### src/sv/lsm_pkg.sv
package lsm_pkg;

	localparam int IDX_W    = 6;
	localparam int TOTAL_W  = 7;
	localparam int LIMIT_W  = 7;
	localparam int STATUS_W = 3;

	localparam logic [1:0] CMD_REGISTER   = 2'd0;
	localparam logic [1:0] CMD_UNREGISTER = 2'd1;
	localparam logic [1:0] CMD_USE        = 2'd2;

	localparam logic [STATUS_W-1:0] ST_OK       = 3'd0;
	localparam logic [STATUS_W-1:0] ST_BAD_IDX  = 3'd1;
	localparam logic [STATUS_W-1:0] ST_NOT_OPEN = 3'd2;
	localparam logic [STATUS_W-1:0] ST_FULL     = 3'd3;
	localparam logic [STATUS_W-1:0] ST_NO_EVICT = 3'd4;

	localparam logic [LIMIT_W-1:0] LIMIT_RESET = 7'd20;

	typedef struct packed {
		logic [1:0]       command;
		logic [IDX_W-1:0] slot_index;
	} in_item_t;

	typedef struct packed {
		logic [STATUS_W-1:0] status;
		logic [IDX_W-1:0]    assigned_index;
		logic                evicted_valid;
		logic [IDX_W-1:0]    evicted_index;
		logic [TOTAL_W-1:0]  open_total;
	} out_item_t;

	typedef struct packed {
		logic start;
		logic scan;
		logic exec;
	} ctl_cmd_t;

	typedef struct packed {
		logic scan_done;
		logic out_free;
	} dp_stat_t;

endpackage

### src/sv/lru_open_slot_manager.sv
// Least-recently-used slot manager. Each command transaction returns exactly one
// result transaction. A register command that must evict walks the stamps of all
// slots handed out so far through the single read port of the stamp memory, one
// slot per cycle. A new command is taken while the previous result still waits
// in the output register. The limit may be written only while no command is
// in flight.
module lru_open_slot_manager #(
	parameter int SLOTS = 64,
	parameter int STAMP_BITS = 32
) (
	input  logic                        clk,
	input  logic                        arst_n,
	input  logic                        in_valid,
	output logic                        in_ready,
	input  lsm_pkg::in_item_t           in_data,
	output logic                        out_valid,
	input  logic                        out_ready,
	output lsm_pkg::out_item_t          out_data,
	input  logic                        cfg_wr_en,
	input  logic [lsm_pkg::LIMIT_W-1:0] cfg_wr_data
);
	import lsm_pkg::*;

	ctl_cmd_t cmd;
	dp_stat_t stat;

	lsm_ctrl u_ctrl (
		.clk     (clk),
		.arst_n  (arst_n),
		.in_valid(in_valid),
		.in_ready(in_ready),
		.stat    (stat),
		.cmd     (cmd)
	);

	lsm_datapath #(
		.SLOTS     (SLOTS),
		.STAMP_BITS(STAMP_BITS)
	) u_datapath (
		.clk        (clk),
		.arst_n     (arst_n),
		.in_data    (in_data),
		.cfg_wr_en  (cfg_wr_en),
		.cfg_wr_data(cfg_wr_data),
		.cmd        (cmd),
		.stat       (stat),
		.out_valid  (out_valid),
		.out_ready  (out_ready),
		.out_data   (out_data)
	);

endmodule

### src/sv/lsm_ram.sv
module lsm_ram #(
	parameter int WIDTH = 32,
	parameter int DEPTH = 64,
	localparam int AW = (DEPTH > 1) ? $clog2(DEPTH) : 1
) (
	input  logic             clk,
	input  logic             wr_en,
	input  logic [AW-1:0]    wr_addr,
	input  logic [WIDTH-1:0] wr_data,
	input  logic             rd_en,
	input  logic [AW-1:0]    rd_addr,
	output logic [WIDTH-1:0] rd_data
);

	logic [WIDTH-1:0] mem_q [DEPTH];

	always_ff @(posedge clk) begin
		if (wr_en) begin
			mem_q[wr_addr] <= wr_data;
		end
		if (rd_en) begin
			rd_data <= mem_q[rd_addr];
		end
	end

endmodule

### src/sv/lsm_ctrl.sv
module lsm_ctrl (
	input  logic              clk,
	input  logic              arst_n,
	input  logic              in_valid,
	output logic              in_ready,
	input  lsm_pkg::dp_stat_t stat,
	output lsm_pkg::ctl_cmd_t cmd
);
	import lsm_pkg::*;

	localparam logic [1:0] S_IDLE = 2'd0;
	localparam logic [1:0] S_SCAN = 2'd1;
	localparam logic [1:0] S_EXEC = 2'd2;

	logic [1:0] state_q;
	logic [1:0] state_d;

	assign in_ready  = (state_q == S_IDLE);
	assign cmd.start = in_valid && (state_q == S_IDLE);
	assign cmd.scan  = (state_q == S_SCAN);
	assign cmd.exec  = (state_q == S_EXEC) && stat.out_free;

	always_comb begin
		state_d = state_q;
		unique case (state_q)
			S_IDLE: begin
				if (in_valid) begin
					state_d = S_SCAN;
				end
			end
			S_SCAN: begin
				if (stat.scan_done) begin
					state_d = S_EXEC;
				end
			end
			S_EXEC: begin
				if (stat.out_free) begin
					state_d = S_IDLE;
				end
			end
			default: state_d = S_IDLE;
		endcase
	end

	always_ff @(posedge clk or negedge arst_n) begin
		if (!arst_n) begin
			state_q <= S_IDLE;
		end else begin
			state_q <= state_d;
		end
	end

endmodule

### src/sv/lsm_datapath.sv
module lsm_datapath #(
	parameter int SLOTS = 64,
	parameter int STAMP_BITS = 32
) (
	input  logic                            clk,
	input  logic                            arst_n,
	input  lsm_pkg::in_item_t               in_data,
	input  logic                            cfg_wr_en,
	input  logic [lsm_pkg::LIMIT_W-1:0]     cfg_wr_data,
	input  lsm_pkg::ctl_cmd_t               cmd,
	output lsm_pkg::dp_stat_t               stat,
	output logic                            out_valid,
	input  logic                            out_ready,
	output lsm_pkg::out_item_t              out_data
);
	import lsm_pkg::*;

	localparam int AW = $clog2(SLOTS);
	localparam int IW = $clog2(SLOTS + 1);
	localparam int CW = ((IW > LIMIT_W) ? IW : LIMIT_W) + 1;
	localparam int CW_IDX = (CW > IDX_W) ? CW : IDX_W;

	logic [1:0]            cmd_q;
	logic [IDX_W-1:0]      idx_q;
	logic [IW-1:0]         scan_q;
	logic                  rd_valid_s1;
	logic [AW-1:0]         rd_idx_s1;
	logic                  found_q;
	logic [STAMP_BITS-1:0] best_q;
	logic [AW-1:0]         victim_q;
	logic [SLOTS-1:0]      open_q;
	logic [IW-1:0]         issued_q;
	logic [IW-1:0]         count_q;
	logic [STAMP_BITS-1:0] stamp_q;
	logic [LIMIT_W-1:0]    limit_q;
	out_item_t             out_q;
	logic                  out_valid_q;

	logic [STAMP_BITS-1:0] rd_data;
	logic                  need_evict;
	logic                  needs_scan;
	logic                  scan_rd;
	logic                  idx_bad;
	logic [AW-1:0]         sidx;
	logic                  table_full;

	logic                  ram_we;
	logic [AW-1:0]         ram_waddr;
	logic                  do_evict;
	logic                  do_assign;
	logic                  do_close;
	logic [IW-1:0]         count_d;
	logic [SLOTS-1:0]      open_d;
	out_item_t             res;

	assign need_evict = (CW'(count_q) + CW'(1)) >= CW'(limit_q);
	assign needs_scan = (cmd_q == CMD_REGISTER) && need_evict;
	assign scan_rd    = cmd.scan && needs_scan && (scan_q < issued_q);
	assign idx_bad    = CW_IDX'(idx_q) >= CW_IDX'(issued_q);
	assign sidx       = AW'(idx_q);
	assign table_full = issued_q >= IW'(SLOTS);

	assign stat.scan_done = !needs_scan || (!(scan_q < issued_q) && !rd_valid_s1);
	assign stat.out_free  = !out_valid_q || out_ready;
	assign out_valid      = out_valid_q;
	assign out_data       = out_q;

	always_comb begin
		res       = '0;
		do_evict  = 1'b0;
		do_assign = 1'b0;
		do_close  = 1'b0;
		ram_we    = 1'b0;
		ram_waddr = AW'(issued_q);
		count_d   = count_q;
		open_d    = open_q;
		case (cmd_q)
			CMD_REGISTER: begin
				if (need_evict && !found_q) begin
					res.status = ST_NO_EVICT;
				end else begin
					if (need_evict) begin
						do_evict          = 1'b1;
						res.evicted_valid = 1'b1;
						res.evicted_index = IDX_W'(victim_q);
					end
					if (table_full) begin
						res.status = ST_FULL;
					end else begin
						do_assign          = 1'b1;
						ram_we             = 1'b1;
						res.assigned_index = IDX_W'(issued_q);
					end
				end
				count_d = count_q - IW'(do_evict) + IW'(do_assign);
			end
			CMD_UNREGISTER: begin
				if (idx_bad) begin
					res.status = ST_BAD_IDX;
				end else if (!open_q[sidx]) begin
					res.status = ST_NOT_OPEN;
				end else begin
					do_close = 1'b1;
					count_d  = count_q - IW'(1);
				end
			end
			CMD_USE: begin
				if (idx_bad) begin
					res.status = ST_BAD_IDX;
				end else begin
					ram_we    = 1'b1;
					ram_waddr = sidx;
				end
			end
			default: ;
		endcase
		if (do_evict) begin
			open_d[victim_q] = 1'b0;
		end
		if (do_close) begin
			open_d[sidx] = 1'b0;
		end
		if (do_assign) begin
			open_d[AW'(issued_q)] = 1'b1;
		end
		res.open_total = TOTAL_W'(count_d);
	end

	lsm_ram #(
		.WIDTH(STAMP_BITS),
		.DEPTH(SLOTS)
	) u_stamp_ram (
		.clk    (clk),
		.wr_en  (cmd.exec && ram_we),
		.wr_addr(ram_waddr),
		.wr_data(stamp_q),
		.rd_en  (scan_rd),
		.rd_addr(AW'(scan_q)),
		.rd_data(rd_data)
	);

	always_ff @(posedge clk) begin
		if (cmd.start) begin
			cmd_q <= in_data.command;
			idx_q <= in_data.slot_index;
		end
		rd_idx_s1 <= AW'(scan_q);
		if (cmd.exec) begin
			out_q <= res;
		end
		if (rd_valid_s1 && open_q[rd_idx_s1] && (!found_q || rd_data < best_q)) begin
			best_q   <= rd_data;
			victim_q <= rd_idx_s1;
		end
	end

	always_ff @(posedge clk or negedge arst_n) begin
		if (!arst_n) begin
			scan_q      <= '0;
			rd_valid_s1 <= 1'b0;
			found_q     <= 1'b0;
			open_q      <= '0;
			issued_q    <= '0;
			count_q     <= '0;
			stamp_q     <= STAMP_BITS'(1);
			limit_q     <= LIMIT_RESET;
			out_valid_q <= 1'b0;
		end else begin
			if (cfg_wr_en) begin
				limit_q <= cfg_wr_data;
			end
			rd_valid_s1 <= scan_rd;
			if (cmd.start) begin
				scan_q  <= '0;
				found_q <= 1'b0;
			end else begin
				if (scan_rd) begin
					scan_q <= scan_q + IW'(1);
				end
				if (rd_valid_s1 && open_q[rd_idx_s1]) begin
					found_q <= 1'b1;
				end
			end
			if (cmd.exec) begin
				out_valid_q <= 1'b1;
				count_q     <= count_d;
				open_q      <= open_d;
				if (ram_we) begin
					stamp_q <= stamp_q + STAMP_BITS'(1);
				end
				if (do_assign) begin
					issued_q <= issued_q + IW'(1);
				end
			end else if (out_ready) begin
				out_valid_q <= 1'b0;
			end
		end
	end

endmodule

### config.mk
export PLATFORM = sky130hd
export DESIGN_NAME = lru_open_slot_manager
export DESIGN_NICKNAME = d
export VERILOG_FILES = /design/src/sv/lsm_pkg.sv /design/src/sv/lru_open_slot_manager.sv /design/src/sv/lsm_ram.sv /design/src/sv/lsm_ctrl.sv /design/src/sv/lsm_datapath.sv
export SDC_FILE = /design/constraint.sdc
export NUM_CORES = 2
export LEC_CHECK = 0
export ABC_AREA = 1
export BUFFER_PORTS_ARGS = -buffer_cell sky130_fd_sc_hd__buf_2
export CORE_MARGIN = 1.5
export CORE_UTILIZATION = 30
export CTS_CLUSTER_DIAMETER = 30
export DETAILED_ROUTE_END_ITERATION = 7
export PLACE_DENSITY = 0.54
export SLEW_MARGIN = 10
export SYNTH_ARGS = -nofsm -noshare
export SYNTH_HDL_FRONTEND = slang
export SYNTH_HIERARCHICAL = 1
export SYNTH_SLANG_ARGS = --single-unit
### constraint.sdc
create_clock -name clk -period 8.66 [get_ports clk]
set_input_delay 0.433 -clock clk [delete_from_list [all_inputs] [get_ports clk]]
set_output_delay 0.433 -clock clk [all_outputs]
set_load 0.01 [all_outputs]
==> impl_metrics.ini <==
[status]
status = completed

[synthesis]
synth_top_family_by_area = simple AND/OR/NAND/NOR gates
synth_top_area_share = 0.667
syn_inst = 8638
synth_flop_cell = edfxtp_1
yosys.area_share.simple = 0.236
yosysTopAreaCell = edfxtp_1
synth_common_cells = 2773 x nand2_1, 2149 x edfxtp_1, 2071 x nand3_1
synth.distinct_cells = 55
synthMuxAreaShare = 0.000116
synth_nets = 8732
synth_area_um2 = 96800
synthTopCellsByArea = edfxtp_1 67%, nand2_1 11%, nand3_1 11%, dfrtp_1 3.3%, buf_2 1.5%
synth_edf_count = 2149
ys_async_sr_fraction = 0.0565
synth-seq-cells = 2284
synth_most_common_cell = nand2_1
synthAdderAreaFrac = 0.00965
synth_compound_area_frac = 0.0129
ys_warn_count = 6
synth_area_per_cell_um2 = 11.2
ys_seq_area_frac = 0.702
yosys.area_share.xor_xnor = 0.00380

[placed_design]
gp_congestion = 0.922
pre_cts_ws_ns = 2.01
portBuffers = 44
hpwlAfterDp_mm = 171

[sta]
slew_violations = 0
hold_viol_final = 0
clock_skew_ns = 0.0791
post-route-min-period_ns = 6.83
slew_headroom = 0.0311
fin_setup_tns_ns = 0
timing.final.ws_setup_ns = 1.83
fin_crit_sh = 0.789
setup_violations = 0
timing.fmax_mhz = 146
rsz0062_at_grt = false
tightest_slew_ns = 1.45

[worst_setup_path]
cpPeakStageDelay_ns = 1.24
reg2reg_from = u_datapath/idx_q[0]
reg2regPathDepth = 9
r2r-end = u_datapath/u_stamp_ram/mem_q[30][25]
setup.worst_path.start_class = flop
crit_chain = buf_4, inv_2, ha_1, nand4_1, and3_1, nand3_1, o21ai_0, nand3_1, nor2_4
cp_slowest_cell = nor2_4
crit_arrival_ns = 7.34
criticalPathCategory = flop to flop
required_ns = 9.16
setup.worst_path.end_class = flop
critPathBufInv = 2
critPathTopFamily = simple AND/OR/NAND/NOR gates
r2r_setup_slack_ns = 1.83
cpMostUsedCell = nand3_1
worstPathMaxFanout = 39

[die]
coreArea_um2 = 321000
io_pins = 45
dieArea_um2 = 326000
die_y_um = 571
start_util = 0.302
die_width_um = 571
num_rows = 208

[worst_hold_path]
hp-class = primary input to asynchronous set/reset pin

[final_layout]
drive_gt1_frac = 0.111
n_fill_cell = 31000
syn_to_final_growth_pct = 20.7
layout.nets = 8837

[cts]
cts_tree = yes
cts-root-buf = clkbuf_16
clk_path_buf_depth = 4
clk_latency_ns = 0.91
cts_resized = 0
clkSlewWorstSetupHoldPaths_ns = 0.05
cts_buffers = 440
cts.sinks = 2284
htree_levels = 5

[global_routing]
use_met1 = 0.240
grt-busiest-layer = met2
grt_pass1_wl_mm = 438
track_usage = 0.180
grt_max_degree = 182
grt_pass1_vias = 64600
use_met3 = 0.0342
grtUsageMet2 = 0.285
grt_overflow = 0
antenna_found_initial = 7

[flow_run]
maxCapViolCount = 0

[power]
p_leak_nw = 41.9
ir_worst_vdd_mv = 0.231
power_density_nw_per_um2 = 290

[detailed_routing]
first_iter_violations = 7222
wl_per_cell_um = 22.5
drc = 0
antenna_left = 0
viasPerCell = 5.04
drt_first_pass_iters = 6
wirelength_mm = 302
num_vias = 67700
metal layers:
metal	part of all wire	routed length [um]
met2	0.46	140000
met4	0.043	13000
met5	0	0
met3	0.078	23600
met1	0.42	125000
what timing repair did:
action                                 in CTS  in global routing
endpoints found under the hold margin      79                  0
hold buffers                               31                  0
setup buffers                               0                  0
cell type report:
type / instances / area [um2] / area share
multi-input combinational: 5621 / 25900 / 0.222
timing repair buffer: 184 / 1530 / 0.0131
tap: 4305 / 5390 / 0.0461
sequential: 2284 / 67900 / 0.582
antenna: 6 / 15.0 / 0.000129
inverter: 212 / 835 / 0.00715
clock inverter: 302 / 3670 / 0.0314
clock buffer: 513 / 11500 / 0.0983
kinds of logic (layout without fill, tap and decap cells):
logic type      Yosys count  after routing
buf+inv                 733           1211
mux                       1              1
compound gates          231            231
other cells               0              6
flops                  2284           2284
fa+ha+maj                74             74
simple gates           5273           5273
xor+xnor                 42             42
report_power, final:
part / internal [mW] / total [mW] / switching [mW] / leakage (nW)
clock: 11.4 / 17.2 / 5.75 / 7.29
combinational: 0.997 / 4.07 / 3.07 / 14.0
sequential: 12.4 / 12.6 / 0.221 / 20.6
total: 24.8 / 33.9 / 9.04 / 41.9
flip-flops by register name (all words and copies together), names as in the netlist, 23 cells and up:
register and flops:
u_datapath/open_q 64, u_datapath/stamp_q 32, u_datapath/u_stamp_ram/rd_data 32, u_datapath/out_data 23
u_datapath/best_q 32, u_datapath/u_stamp_ram/mem_q 2048
metrics by stage:
stage                     total power [mW]  instances  hold slack, ns  cell area (um2)   util
after floorplan                       15.4       8638           0.137            96800      -
after detailed placement              16.8      12600           0.440           101000  0.316
after global routing                  35.0      13400           0.137           117000  0.364
after CTS                             34.1      13400          0.0810           117000  0.364
final                                 33.9      13400           0.119           117000  0.364
after global placement                16.8      12600           0.436           101000  0.316
placed cells by master, fill, tap and decap left out, types with 8 or more instances in the layout:
cell           instances
nand2_1             2773
edfxtp_1            2149
nand3_1             2071
clkbuf_16            446
nor2_1               213
inv_1                199
a21oi_1              114
buf_4                 95
dfrtp_1               90
nand4_1               87
o21ai_0               78
ha_1                  73
clkinv_2              72
bufinv_16             66
clkbuf_1              60
nor2_4                58
clkinv_1              51
clkinvlp_4            44
buf_2                 43
dlygate4sd3_1         31
xor2_1                31
dfrtp_2               31
clkinv_4              30
inv_6                 28
nor3_1                21
buf_12                14
o21ai_1               11
xnor2_1               11
nor4_1                10
nor4_2                 8
how the worst max path moves through the flow:
stage | start | endpoint | slack, ns | depth (start not counted)
finish | u_datapath/idx_q[0] | u_datapath/u_stamp_ram/mem_q[30][25] | 1.83 | 9
global route | u_datapath/idx_q[0] | u_datapath/u_stamp_ram/mem_q[24][1] | 1.71 | 13
CTS | u_datapath/idx_q[0] | u_datapath/u_stamp_ram/mem_q[28][8] | 1.98 | 9
detailed placement | u_datapath/idx_q[0] | u_datapath/u_stamp_ram/mem_q[28][8] | 2.01 | 9
global placement | u_datapath/idx_q[0] | u_datapath/u_stamp_ram/mem_q[30][23] | 2.04 | 10
floorplan | out_ready | u_datapath/u_stamp_ram/mem_q[48][0] | 1.50 | 10
worst register-to-register path, delay by kind of cell (launching register included):
| kind | cells | cell delay [ns] |
|---|---|---|
| and+or+nand+nor | 5 | 3.65 |
| adders and majority gates | 1 | 0.35 |
| DFF | 1 | 0.35 |
| buffers and inverters | 2 | 0.82 |
| AOI/OAI and AO/OA | 1 | 1.23 |
No activity file was read; power rests on OpenSTA's default activity.
